**src/tope_pkg.sv**
```systemverilog
// Shared types and constants for the TCP pacing-option extractor.
`default_nettype none

package tope_pkg;

	localparam int MAX_OPTION_BYTES = 40;
	localparam int BL_W             = 6;
	localparam int SK_W             = 8;
	localparam int CFG_IDX_W        = 1;
	localparam int CFG_DATA_W       = 11;
	localparam int CYC_W            = 18;
	localparam int PROD_W           = 19;

	localparam logic [7:0]  PACE_KIND_RST = 8'd253;
	localparam logic [10:0] CYC_PER_US_RST = 11'd633;
	localparam logic [3:0]  HDR_BASE_WORDS = 4'd5;
	localparam logic [7:0]  PACE_SKIP_BYTES = 8'd2;

	typedef enum logic [CFG_IDX_W-1:0] {
		CFG_PACE_KIND = 1'b0,
		CFG_CYC_PER_US = 1'b1
	} cfg_idx_t;

	typedef enum logic [2:0] {
		PH_IDLE = 3'd0,
		PH_KIND = 3'd1,
		PH_SIZE = 3'd2,
		PH_SKIP = 3'd3,
		PH_PACE = 3'd4
	} phase_t;

	typedef enum logic [2:0] {
		OC_FOUND     = 3'd0,
		OC_EOL       = 3'd1,
		OC_EXHAUSTED = 3'd2,
		OC_TRUNC     = 3'd3,
		OC_SILLY     = 3'd4,
		OC_PARTIAL   = 3'd5,
		OC_NOOPT     = 3'd6
	} outcome_t;

	// Walk end report from the parser to the result stage.
	typedef struct packed {
		logic       done;
		outcome_t   outcome;
		logic [7:0] value;
	} walk_res_t;

endpackage

`default_nettype wire

```
**src/tope_if.sv**
```systemverilog
// Stream interfaces for option-byte beats and result beats.
`default_nettype none

interface tope_byte_if;
	logic       valid;
	logic       ready;
	logic [7:0] opt_byte;
	logic       first_byte;
	logic [3:0] data_offset;

	modport source (output valid, output opt_byte, output first_byte, output data_offset,
		input ready);
	modport sink (input valid, input opt_byte, input first_byte, input data_offset,
		output ready);
endinterface

interface tope_result_if;
	logic        valid;
	logic        ready;
	logic [2:0]  outcome;
	logic        found;
	logic [7:0]  pace_value;
	logic [17:0] pace_cycles;

	modport source (output valid, output outcome, output found, output pace_value,
		output pace_cycles, input ready);
	modport sink (input valid, input outcome, input found, input pace_value,
		input pace_cycles, output ready);
endinterface

`default_nettype wire

```
**src/tcp_option_pace_extractor.sv**
```systemverilog
// Top level: TCP option-area walker that extracts the pacing delay.
//
//  channel     dir  handshake        payload
//  byte_ch     in   valid/ready      opt_byte, first_byte, data_offset
//  result_ch   out  valid/ready      outcome, found, pace_value, pace_cycles
//  cfg         in   cfg_we only      cfg_index, cfg_wdata
//
// One byte beat per cycle, sustained while the result side is not stalled. The walker
// and the multiply-saturate work on the input register in the cycle after a byte is
// taken, and a walk that ends on that byte then loads its result beat into the output register.
// Reset clears the walker to idle and loads the default pace kind and
// cycles-per-microsecond. A stalled result holds the input register, which
// in turn drops byte_ch.ready; nothing is dropped or repeated.
`default_nettype none

module tcp_option_pace_extractor (
	input  wire                               clk,
	input  wire                               arst_n,
	input  wire                               cfg_we,
	input  wire  [tope_pkg::CFG_IDX_W-1:0]    cfg_index,
	input  wire  [tope_pkg::CFG_DATA_W-1:0]   cfg_wdata,
	tope_byte_if.sink                         byte_ch,
	tope_result_if.source                     result_ch
);
	import tope_pkg::*;

	// configuration
	logic [7:0]  pace_kind_q;
	logic [10:0] cyc_per_us_q;

	always_ff @(posedge clk or negedge arst_n) begin
		if (!arst_n) begin
			pace_kind_q  <= PACE_KIND_RST;
			cyc_per_us_q <= CYC_PER_US_RST;
		end else if (cfg_we) begin
			case (cfg_idx_t'(cfg_index))
				CFG_PACE_KIND:  pace_kind_q  <= cfg_wdata[7:0];
				CFG_CYC_PER_US: cyc_per_us_q <= cfg_wdata;
				default:        pace_kind_q  <= pace_kind_q;
			endcase
		end
	end

	// input register
	logic       v_s1;
	logic [7:0] opt_s1;
	logic       first_s1;
	logic [3:0] off_s1;
	logic       out_free;
	logic       adv;
	logic       take;
	walk_res_t  res;

	// the stage advances when the result register can take whatever it makes
	assign adv           = v_s1 && out_free;
	assign byte_ch.ready = !v_s1 || out_free;
	assign take          = byte_ch.valid && byte_ch.ready;

	always_ff @(posedge clk or negedge arst_n) begin
		if (!arst_n) begin
			v_s1 <= 1'b0;
		end else if (take) begin
			v_s1 <= 1'b1;
		end else if (adv) begin
			v_s1 <= 1'b0;
		end
	end

	always_ff @(posedge clk) begin
		if (take) begin
			opt_s1   <= byte_ch.opt_byte;
			first_s1 <= byte_ch.first_byte;
			off_s1   <= byte_ch.data_offset;
		end
	end

	// walker: state moves once per beat leaving the input register
	tope_parser u_parser (
		.clk         (clk),
		.arst_n      (arst_n),
		.step        (adv),
		.opt_byte    (opt_s1),
		.first_byte  (first_s1),
		.data_offset (off_s1),
		.pace_kind   (pace_kind_q),
		.res         (res)
	);

	// result beat only when the walk ends on this byte
	tope_result u_result (
		.clk           (clk),
		.arst_n        (arst_n),
		.load          (adv && res.done),
		.res           (res),
		.cycles_per_us (cyc_per_us_q),
		.free          (out_free),
		.result_ch     (result_ch)
	);

endmodule

`default_nettype wire

```
**src/tope_parser.sv**
```systemverilog
// Option-list walker: parse state registers and next-state logic for one byte.
`default_nettype none

module tope_parser (
	input  wire                   clk,
	input  wire                   arst_n,
	input  wire                   step,
	input  wire  [7:0]            opt_byte,
	input  wire                   first_byte,
	input  wire  [3:0]            data_offset,
	input  wire  [7:0]            pace_kind,
	output tope_pkg::walk_res_t   res
);
	import tope_pkg::*;

	phase_t          ph_q, ph_n, ph_e;
	logic [BL_W-1:0] bl_q, bl_n, bl_e, bl_dec, len;
	logic [SK_W-1:0] sk_q, sk_n, sk_e;
	logic [7:0]      kind_q, kind_n;
	logic [3:0]      words;
	logic            done;
	outcome_t        oc;
	logic [7:0]      val;

	assign words  = data_offset - HDR_BASE_WORDS;
	assign bl_dec = bl_e - BL_W'(1);

	always_comb begin
		len = (data_offset > HDR_BASE_WORDS) ? {words, 2'b00} : '0;
		if (len > BL_W'(MAX_OPTION_BYTES)) begin
			len = BL_W'(MAX_OPTION_BYTES);
		end
	end

	always_comb begin
		done   = 1'b0;
		oc     = OC_NOOPT;
		val    = '0;
		ph_e   = ph_q;
		bl_e   = bl_q;
		sk_e   = sk_q;
		kind_n = kind_q;
		if (first_byte) begin
			ph_e = PH_KIND;
			bl_e = len;
			sk_e = '0;
		end
		ph_n = ph_e;
		bl_n = bl_e;
		sk_n = sk_e;
		if (first_byte && len == '0) begin
			done = 1'b1;
			oc   = OC_NOOPT;
		end else begin
			case (ph_e)
				PH_KIND: begin
					if (opt_byte == 8'd0) begin
						done = 1'b1;
						oc   = OC_EOL;
					end else if (opt_byte == 8'd1) begin
						bl_n = bl_dec;
						if (bl_dec == '0) begin
							done = 1'b1;
							oc   = OC_EXHAUSTED;
						end
					end else if (bl_e < BL_W'(2)) begin
						done = 1'b1;
						oc   = OC_TRUNC;
					end else begin
						kind_n = opt_byte;
						bl_n   = bl_dec;
						ph_n   = PH_SIZE;
					end
				end
				PH_SIZE: begin
					if (opt_byte < 8'd2) begin
						done = 1'b1;
						oc   = OC_SILLY;
					end else if ({1'b0, opt_byte} > ({3'b000, bl_e} + 9'd1)) begin
						done = 1'b1;
						oc   = OC_PARTIAL;
					end else begin
						bl_n = bl_dec;
						if (kind_q == pace_kind) begin
							if (bl_dec == '0) begin
								done = 1'b1;
								oc   = OC_TRUNC;
							end else begin
								sk_n = PACE_SKIP_BYTES;
								ph_n = PH_PACE;
							end
						end else begin
							sk_n = opt_byte - 8'd2;
							if (opt_byte == 8'd2) begin
								if (bl_dec == '0) begin
									done = 1'b1;
									oc   = OC_EXHAUSTED;
								end else begin
									ph_n = PH_KIND;
								end
							end else begin
								ph_n = PH_SKIP;
							end
						end
					end
				end
				PH_SKIP: begin
					if (sk_e != '0) begin
						sk_n = sk_e - SK_W'(1);
					end
					if (bl_e != '0) begin
						bl_n = bl_dec;
					end
					if (bl_n == '0) begin
						done = 1'b1;
						oc   = OC_EXHAUSTED;
					end else if (sk_n == '0) begin
						ph_n = PH_KIND;
					end
				end
				PH_PACE: begin
					if (sk_e == '0) begin
						done = 1'b1;
						oc   = OC_FOUND;
						val  = opt_byte;
					end else begin
						sk_n = sk_e - SK_W'(1);
						if (bl_e != '0) begin
							bl_n = bl_dec;
						end
						if (bl_n == '0) begin
							done = 1'b1;
							oc   = OC_TRUNC;
						end
					end
				end
				default: begin
					ph_n = ph_e;
				end
			endcase
		end
		// walk over: back to idle
		if (done) begin
			ph_n = PH_IDLE;
			bl_n = '0;
			sk_n = '0;
		end
	end

	assign res.done    = done;
	assign res.outcome = oc;
	assign res.value   = val;

	always_ff @(posedge clk or negedge arst_n) begin
		if (!arst_n) begin
			ph_q   <= PH_IDLE;
			bl_q   <= '0;
			sk_q   <= '0;
			kind_q <= '0;
		end else if (step) begin
			ph_q   <= ph_n;
			bl_q   <= bl_n;
			sk_q   <= sk_n;
			kind_q <= kind_n;
		end
	end

endmodule

`default_nettype wire

```
**src/tope_result.sv**
```systemverilog
// Result stage: delay-to-cycles product with saturation and the output register.
`default_nettype none

module tope_result (
	input  wire                 clk,
	input  wire                 arst_n,
	input  wire                 load,
	input  tope_pkg::walk_res_t res,
	input  wire  [10:0]         cycles_per_us,
	output logic                free,
	tope_result_if.source       result_ch
);
	import tope_pkg::*;

	logic              valid_q;
	outcome_t          oc_q;
	logic              found_q;
	logic [7:0]        value_q;
	logic [CYC_W-1:0]  cyc_q;
	logic [PROD_W-1:0] prod;
	logic              hit;

	assign hit  = (res.outcome == OC_FOUND);
	assign prod = PROD_W'(res.value) * PROD_W'(cycles_per_us);
	assign free = !valid_q || result_ch.ready;

	always_ff @(posedge clk or negedge arst_n) begin
		if (!arst_n) begin
			valid_q <= 1'b0;
		end else if (load) begin
			valid_q <= 1'b1;
		end else if (result_ch.ready) begin
			valid_q <= 1'b0;
		end
	end

	always_ff @(posedge clk) begin
		if (load) begin
			oc_q    <= res.outcome;
			found_q <= hit;
			value_q <= hit ? res.value : 8'd0;
			if (!hit) begin
				cyc_q <= '0;
			end else if (prod[PROD_W-1]) begin
				cyc_q <= '1;
			end else begin
				cyc_q <= prod[CYC_W-1:0];
			end
		end
	end

	assign result_ch.valid       = valid_q;
	assign result_ch.outcome     = oc_q;
	assign result_ch.found       = found_q;
	assign result_ch.pace_value  = value_q;
	assign result_ch.pace_cycles = cyc_q;

endmodule

`default_nettype wire

```
**src/flat_wrapper.sv**
```systemverilog
// flat-port wrapper written by rule: the top's interface ports become plain ports
module tcp_option_pace_extractor_flat import tope_pkg::*;
  (clk, arst_n, cfg_we, cfg_index, cfg_wdata, byte_ch_valid, byte_ch_opt_byte, byte_ch_first_byte, byte_ch_data_offset, byte_ch_ready, result_ch_valid, result_ch_outcome, result_ch_found, result_ch_pace_value, result_ch_pace_cycles, result_ch_ready);
  tope_byte_if byte_ch_i ();
  tope_result_if result_ch_i ();
  input  wire clk;
  input  wire arst_n;
  input  wire cfg_we;
  input  wire  [tope_pkg::CFG_IDX_W-1:0] cfg_index;
  input  wire  [tope_pkg::CFG_DATA_W-1:0] cfg_wdata;
  input wire logic [$bits(byte_ch_i.valid)-1:0] byte_ch_valid;
  input wire logic [$bits(byte_ch_i.opt_byte)-1:0] byte_ch_opt_byte;
  input wire logic [$bits(byte_ch_i.first_byte)-1:0] byte_ch_first_byte;
  input wire logic [$bits(byte_ch_i.data_offset)-1:0] byte_ch_data_offset;
  output wire logic [$bits(byte_ch_i.ready)-1:0] byte_ch_ready;
  output wire logic [$bits(result_ch_i.valid)-1:0] result_ch_valid;
  output wire logic [$bits(result_ch_i.outcome)-1:0] result_ch_outcome;
  output wire logic [$bits(result_ch_i.found)-1:0] result_ch_found;
  output wire logic [$bits(result_ch_i.pace_value)-1:0] result_ch_pace_value;
  output wire logic [$bits(result_ch_i.pace_cycles)-1:0] result_ch_pace_cycles;
  input wire logic [$bits(result_ch_i.ready)-1:0] result_ch_ready;
  assign byte_ch_i.valid = byte_ch_valid;
  assign byte_ch_i.opt_byte = byte_ch_opt_byte;
  assign byte_ch_i.first_byte = byte_ch_first_byte;
  assign byte_ch_i.data_offset = byte_ch_data_offset;
  assign byte_ch_ready = byte_ch_i.ready;
  assign result_ch_valid = result_ch_i.valid;
  assign result_ch_outcome = result_ch_i.outcome;
  assign result_ch_found = result_ch_i.found;
  assign result_ch_pace_value = result_ch_i.pace_value;
  assign result_ch_pace_cycles = result_ch_i.pace_cycles;
  assign result_ch_i.ready = result_ch_ready;
  tcp_option_pace_extractor u_core (.clk(clk), .arst_n(arst_n), .cfg_we(cfg_we), .cfg_index(cfg_index), .cfg_wdata(cfg_wdata), .byte_ch(byte_ch_i), .result_ch(result_ch_i));
endmodule
```
**config.mk**
```make
export PLATFORM = sky130hd
export DESIGN_NAME = tcp_option_pace_extractor_flat
export DESIGN_NICKNAME = d
export VERILOG_FILES = /design/src/tope_pkg.sv /design/src/tope_if.sv /design/src/tcp_option_pace_extractor.sv /design/src/tope_parser.sv /design/src/tope_result.sv /design/src/flat_wrapper.sv
export SDC_FILE = /design/constraint.sdc
export NUM_CORES = 1
export LEC_CHECK = 0
export BUFFER_PORTS_ARGS = -buffer_cell sky130_fd_sc_hd__buf_4
export CORE_ASPECT_RATIO = 1.4
export CORE_UTILIZATION = 27
export DETAILED_ROUTE_END_ITERATION = 8
export GPL_TIMING_DRIVEN = 0
export PLACE_DENSITY = 0.42
export SKIP_LAST_GASP = 1
export SYNTH_ARGS = -nofsm -noshare
export SYNTH_HDL_FRONTEND = slang
export SYNTH_SLANG_ARGS = --single-unit
```
**constraint.sdc**
```tcl
create_clock -name clk -period 11.45 [get_ports clk]
set_input_delay 1.7175 -clock clk [delete_from_list [all_inputs] [get_ports clk]]
set_output_delay 1.7175 -clock clk [all_outputs]
set_load 0.005 [all_outputs]
```
==> impl_metrics.ini <==
[global_routing]
grt.overflow.total = 0
grt_pass1_wl_um = 36100
gr-usage-met3_pct = 1.87
antenna_found_initial = 0
grt_busiest_layer = met2
met1_usage_pct = 16.6
grt_max_degree = 47
first_global_vias = 6579
grt_use_met2_pct = 29.3
track_usage_pct = 15.2

[synthesis]
synth_adder_area_share_pct = 21.6
synthesis.nets = 973
syn_area_um2 = 8120
yosys_register_bits = 89
ys.flop_type = edfxtp_1
yosysWarnings = 0
ys_async_sr_fraction_pct = 51.7
seq_area_frac_synth_pct = 30.3
synthXorXnorAreaFrac_pct = 3.89
synth_simple_gate_area_share_pct = 19.1
synth_cell_types = 79
synth_compound_area_share_pct = 15.2
synth_edf_count = 43
synth_area_per_cell_um2 = 9.72
yosys-mux-area-fraction_pct = 3.68
synth_top_family_by_area = adder cells
syn-instance-count = 835

[clock_network]
cts_max_path_buffers = 2
cts_buffers = 9
root_buffer = clkbuf_16
cts-htree-levels = 3
cts_tree = yes
insertion_delay_ns = 0.36
clkSlewWorstSetupHoldPaths_ns = 0.07
cts_sinks = 89

[critical_path]
r2r_start = u_core.off_s1[0]
required_ns = 11.68
max_stage_delay_ns = 0.63
cp-start-kind = register
crit_path_end_kind = register
critPathKind = register to register
critPathArrivalTime_ns = 10.74
cp-startpoint = u_core.off_s1[0]
worst_path_max_delay_cell = a2111oi_0
regToRegSetupSlack_ns = 0.94
path_max_fanout = 10

[worst_hold_path]
min-delay-start = u_core.u_parser.kind_q[1]
hold_path.class = register to register

[cells_and_area]
multi_input_area_um2 = 5160
layout-drive-gt1-share_pct = 17.1
final_common_cell = inv_1
final_cell_mix = inv_1, nand2_1, and2_1, buf_4
area_growth_pct = 15.5
final_nets = 1046
instances_no_fill = 1293
antenna_cells = 0
num-fill-cells = 3108
area.sequential_um2 = 2460

[floorplanning]
num_rows = 74
die_h_um = 207
die_area_um2 = 30800
core_area_um2 = 29400
initial_core_util_pct = 27.6
die_x_um = 149
io_pins = 62

[timing]
tightest_slew_ns = 1.08
fin_crit_ns = 10.51
rsz0062_at_grt = false
tns_ns = 0
slew_viol_final = 0
final_hold_viol_count = 0
finClkSkew_ns = 0.00967
fmax_mhz = 95.1
fin_crit_sh_pct = 91.8
setup_viol = 0
max-slew-margin-rel_pct = 27.6

[power]
p_leak_nw = 4.20
p_per_area_nw_per_um2 = 148
max-vdd-ir-drop_mv = 0.0715

[placed_design]
dp.cells = 1277
io_buffers = 61
place_congestion = 0.879
hpwlAfterDp_um = 18100

[route]
viasPerCell = 4.83
drc = 0
drt-wirelength-per-cell_um = 17.2
antenna_left = 0
drt-initial-drc-count = 237
wl_um = 22200
dr.pass1.iters = 4
dr_total_vias = 6243

[job]
cap_violations = 0

[outcome]
status = finished, final reports clean
-- worst paths after layout --
path                                                        endpoint  cells past startpoint
min in group asynchronous                    u_core.u_parser.sk_q[0]                      1
min                                        u_core.u_parser.kind_q[1]                      2
max in group asynchronous                     u_core.cyc_per_us_q[8]                      1
min reg2reg                                u_core.u_parser.kind_q[1]                      2
max reg2reg                u_core.u_result.result_ch.pace_cycles[16]                     37
max                        u_core.u_result.result_ch.pace_cycles[16]                     37
-- synth_stat cells (all sizes together) (4+ instances only) --
library cell,n,share of area [%]
a211oi,5,0.68
ha,54,8.3
clkbuf,11,0.51
xor2,18,1.9
and3,6,0.46
o221ai,4,0.51
o21a,22,2.0
a22o,14,1.5
fa,54,13
xnor2,18,1.9
mux2i,4,0.49
a31oi,7,0.54
buf,18,1.3
and2,72,5.6
nor3,24,1.8
or2,5,0.39
o21ai,30,1.9
mux2,23,3.2
a21o,8,0.74
nand2b,5,0.39
dfrtp,33,10
a2111oi,4,0.97
nor4,9,0.88
edfxtp,43,16
inv,95,4.4
a21oi,27,1.7
dfstp,13,4.2
nor2b,11,0.85
nor3b,4,0.43
nand3,17,1.0
o2111a,4,0.56
nand2,72,3.3
nor2,48,2.3
-- through the flow --
stage	util, %	hold WS, ns	cell area (um2)	total power, mW	setup slack [ns]
after global placement	30.8	0.487	9050	1.09	0.637
after CTS	31.9	0.512	9370	1.42	0.594
after floorplan	-	0.469	8120	0.891	2.71
after detailed placement	30.9	0.496	9080	1.09	0.644
after global routing	31.9	0.529	9370	1.50	0.0465
final	31.9	0.506	9370	1.39	0.938
-- per-layer routing --
layer | vias up | wire length [um]
met4 | 0 | 531
met5 | - | 0
li1 | 3045 | -
met2 | 92 | 12400
met1 | 3074 | 8790
met3 | 32 | 504
-- layout make-up --
cell class	count	area share, %
inverter	95	3.80
multi-input combinational	622	55.1
tap	380	5.07
clock inverter	2	0.107
clock buffer	14	3.06
buffer	29	1.56
timing repair buffer	62	5.10
sequential	89	26.2
-- repair_timing --
item | in CTS | in global routing
gates resized for setup | 0 | 2
hold buffers | 0 | 0
endpoints found under the setup margin | 0 | 10
setup buffers | 0 | 0
-- cell families (layout without fill, tap and decap cells) --
group / count (synthesis) / in the layout
DFF: 89 / 89
buffers and inverters: 124 / 202
muxes: 27 / 27
AOI/OAI and AO/OA: 162 / 162
and+or+nand+nor: 289 / 289
adders and majority gates: 108 / 108
xor gates and xnor gates: 36 / 36
-- registers in the layout, summed over array words and instances (netlist names) --
register / count
u_core.u_result.result_ch.valid: 1
u_core.v_s1: 1
u_core.u_parser.ph_q: 3
u_core.cyc_per_us_q: 11
u_core.off_s1: 4
u_core.u_parser.kind_q: 8
u_core.first_s1: 1
u_core.u_result.result_ch.pace_cycles: 18
u_core.u_parser.sk_q: 8
u_core.u_result.result_ch.outcome: 3
u_core.pace_kind_q: 8
u_core.u_parser.bl_q: 6
u_core.u_result.result_ch.pace_value: 8
u_core.opt_s1: 8
u_core.u_result.result_ch.found: 1
-- where the power goes --
group	total, mW	switching, mW	internal [mW]	leakage, nW
Clock	0.311	0.137	0.174	0.147
Sequential	0.469	0.0559	0.414	0.968
Combinational	0.612	0.362	0.250	3.09
-- worst max-delay path, delay by kind of cell (launching register included) --
family / cells / cell delay (ns)
AO/OA/AOI/OAI: 10 / 3.04
AND/OR/NAND/NOR: 11 / 2.17
flip-flops: 1 / 0.51
adder cells (fa/ha/maj): 7 / 2.87
XOR/XNOR: 2 / 0.61
buffers and inverters: 7 / 1.18
Power figures use the tool's default switching activity.
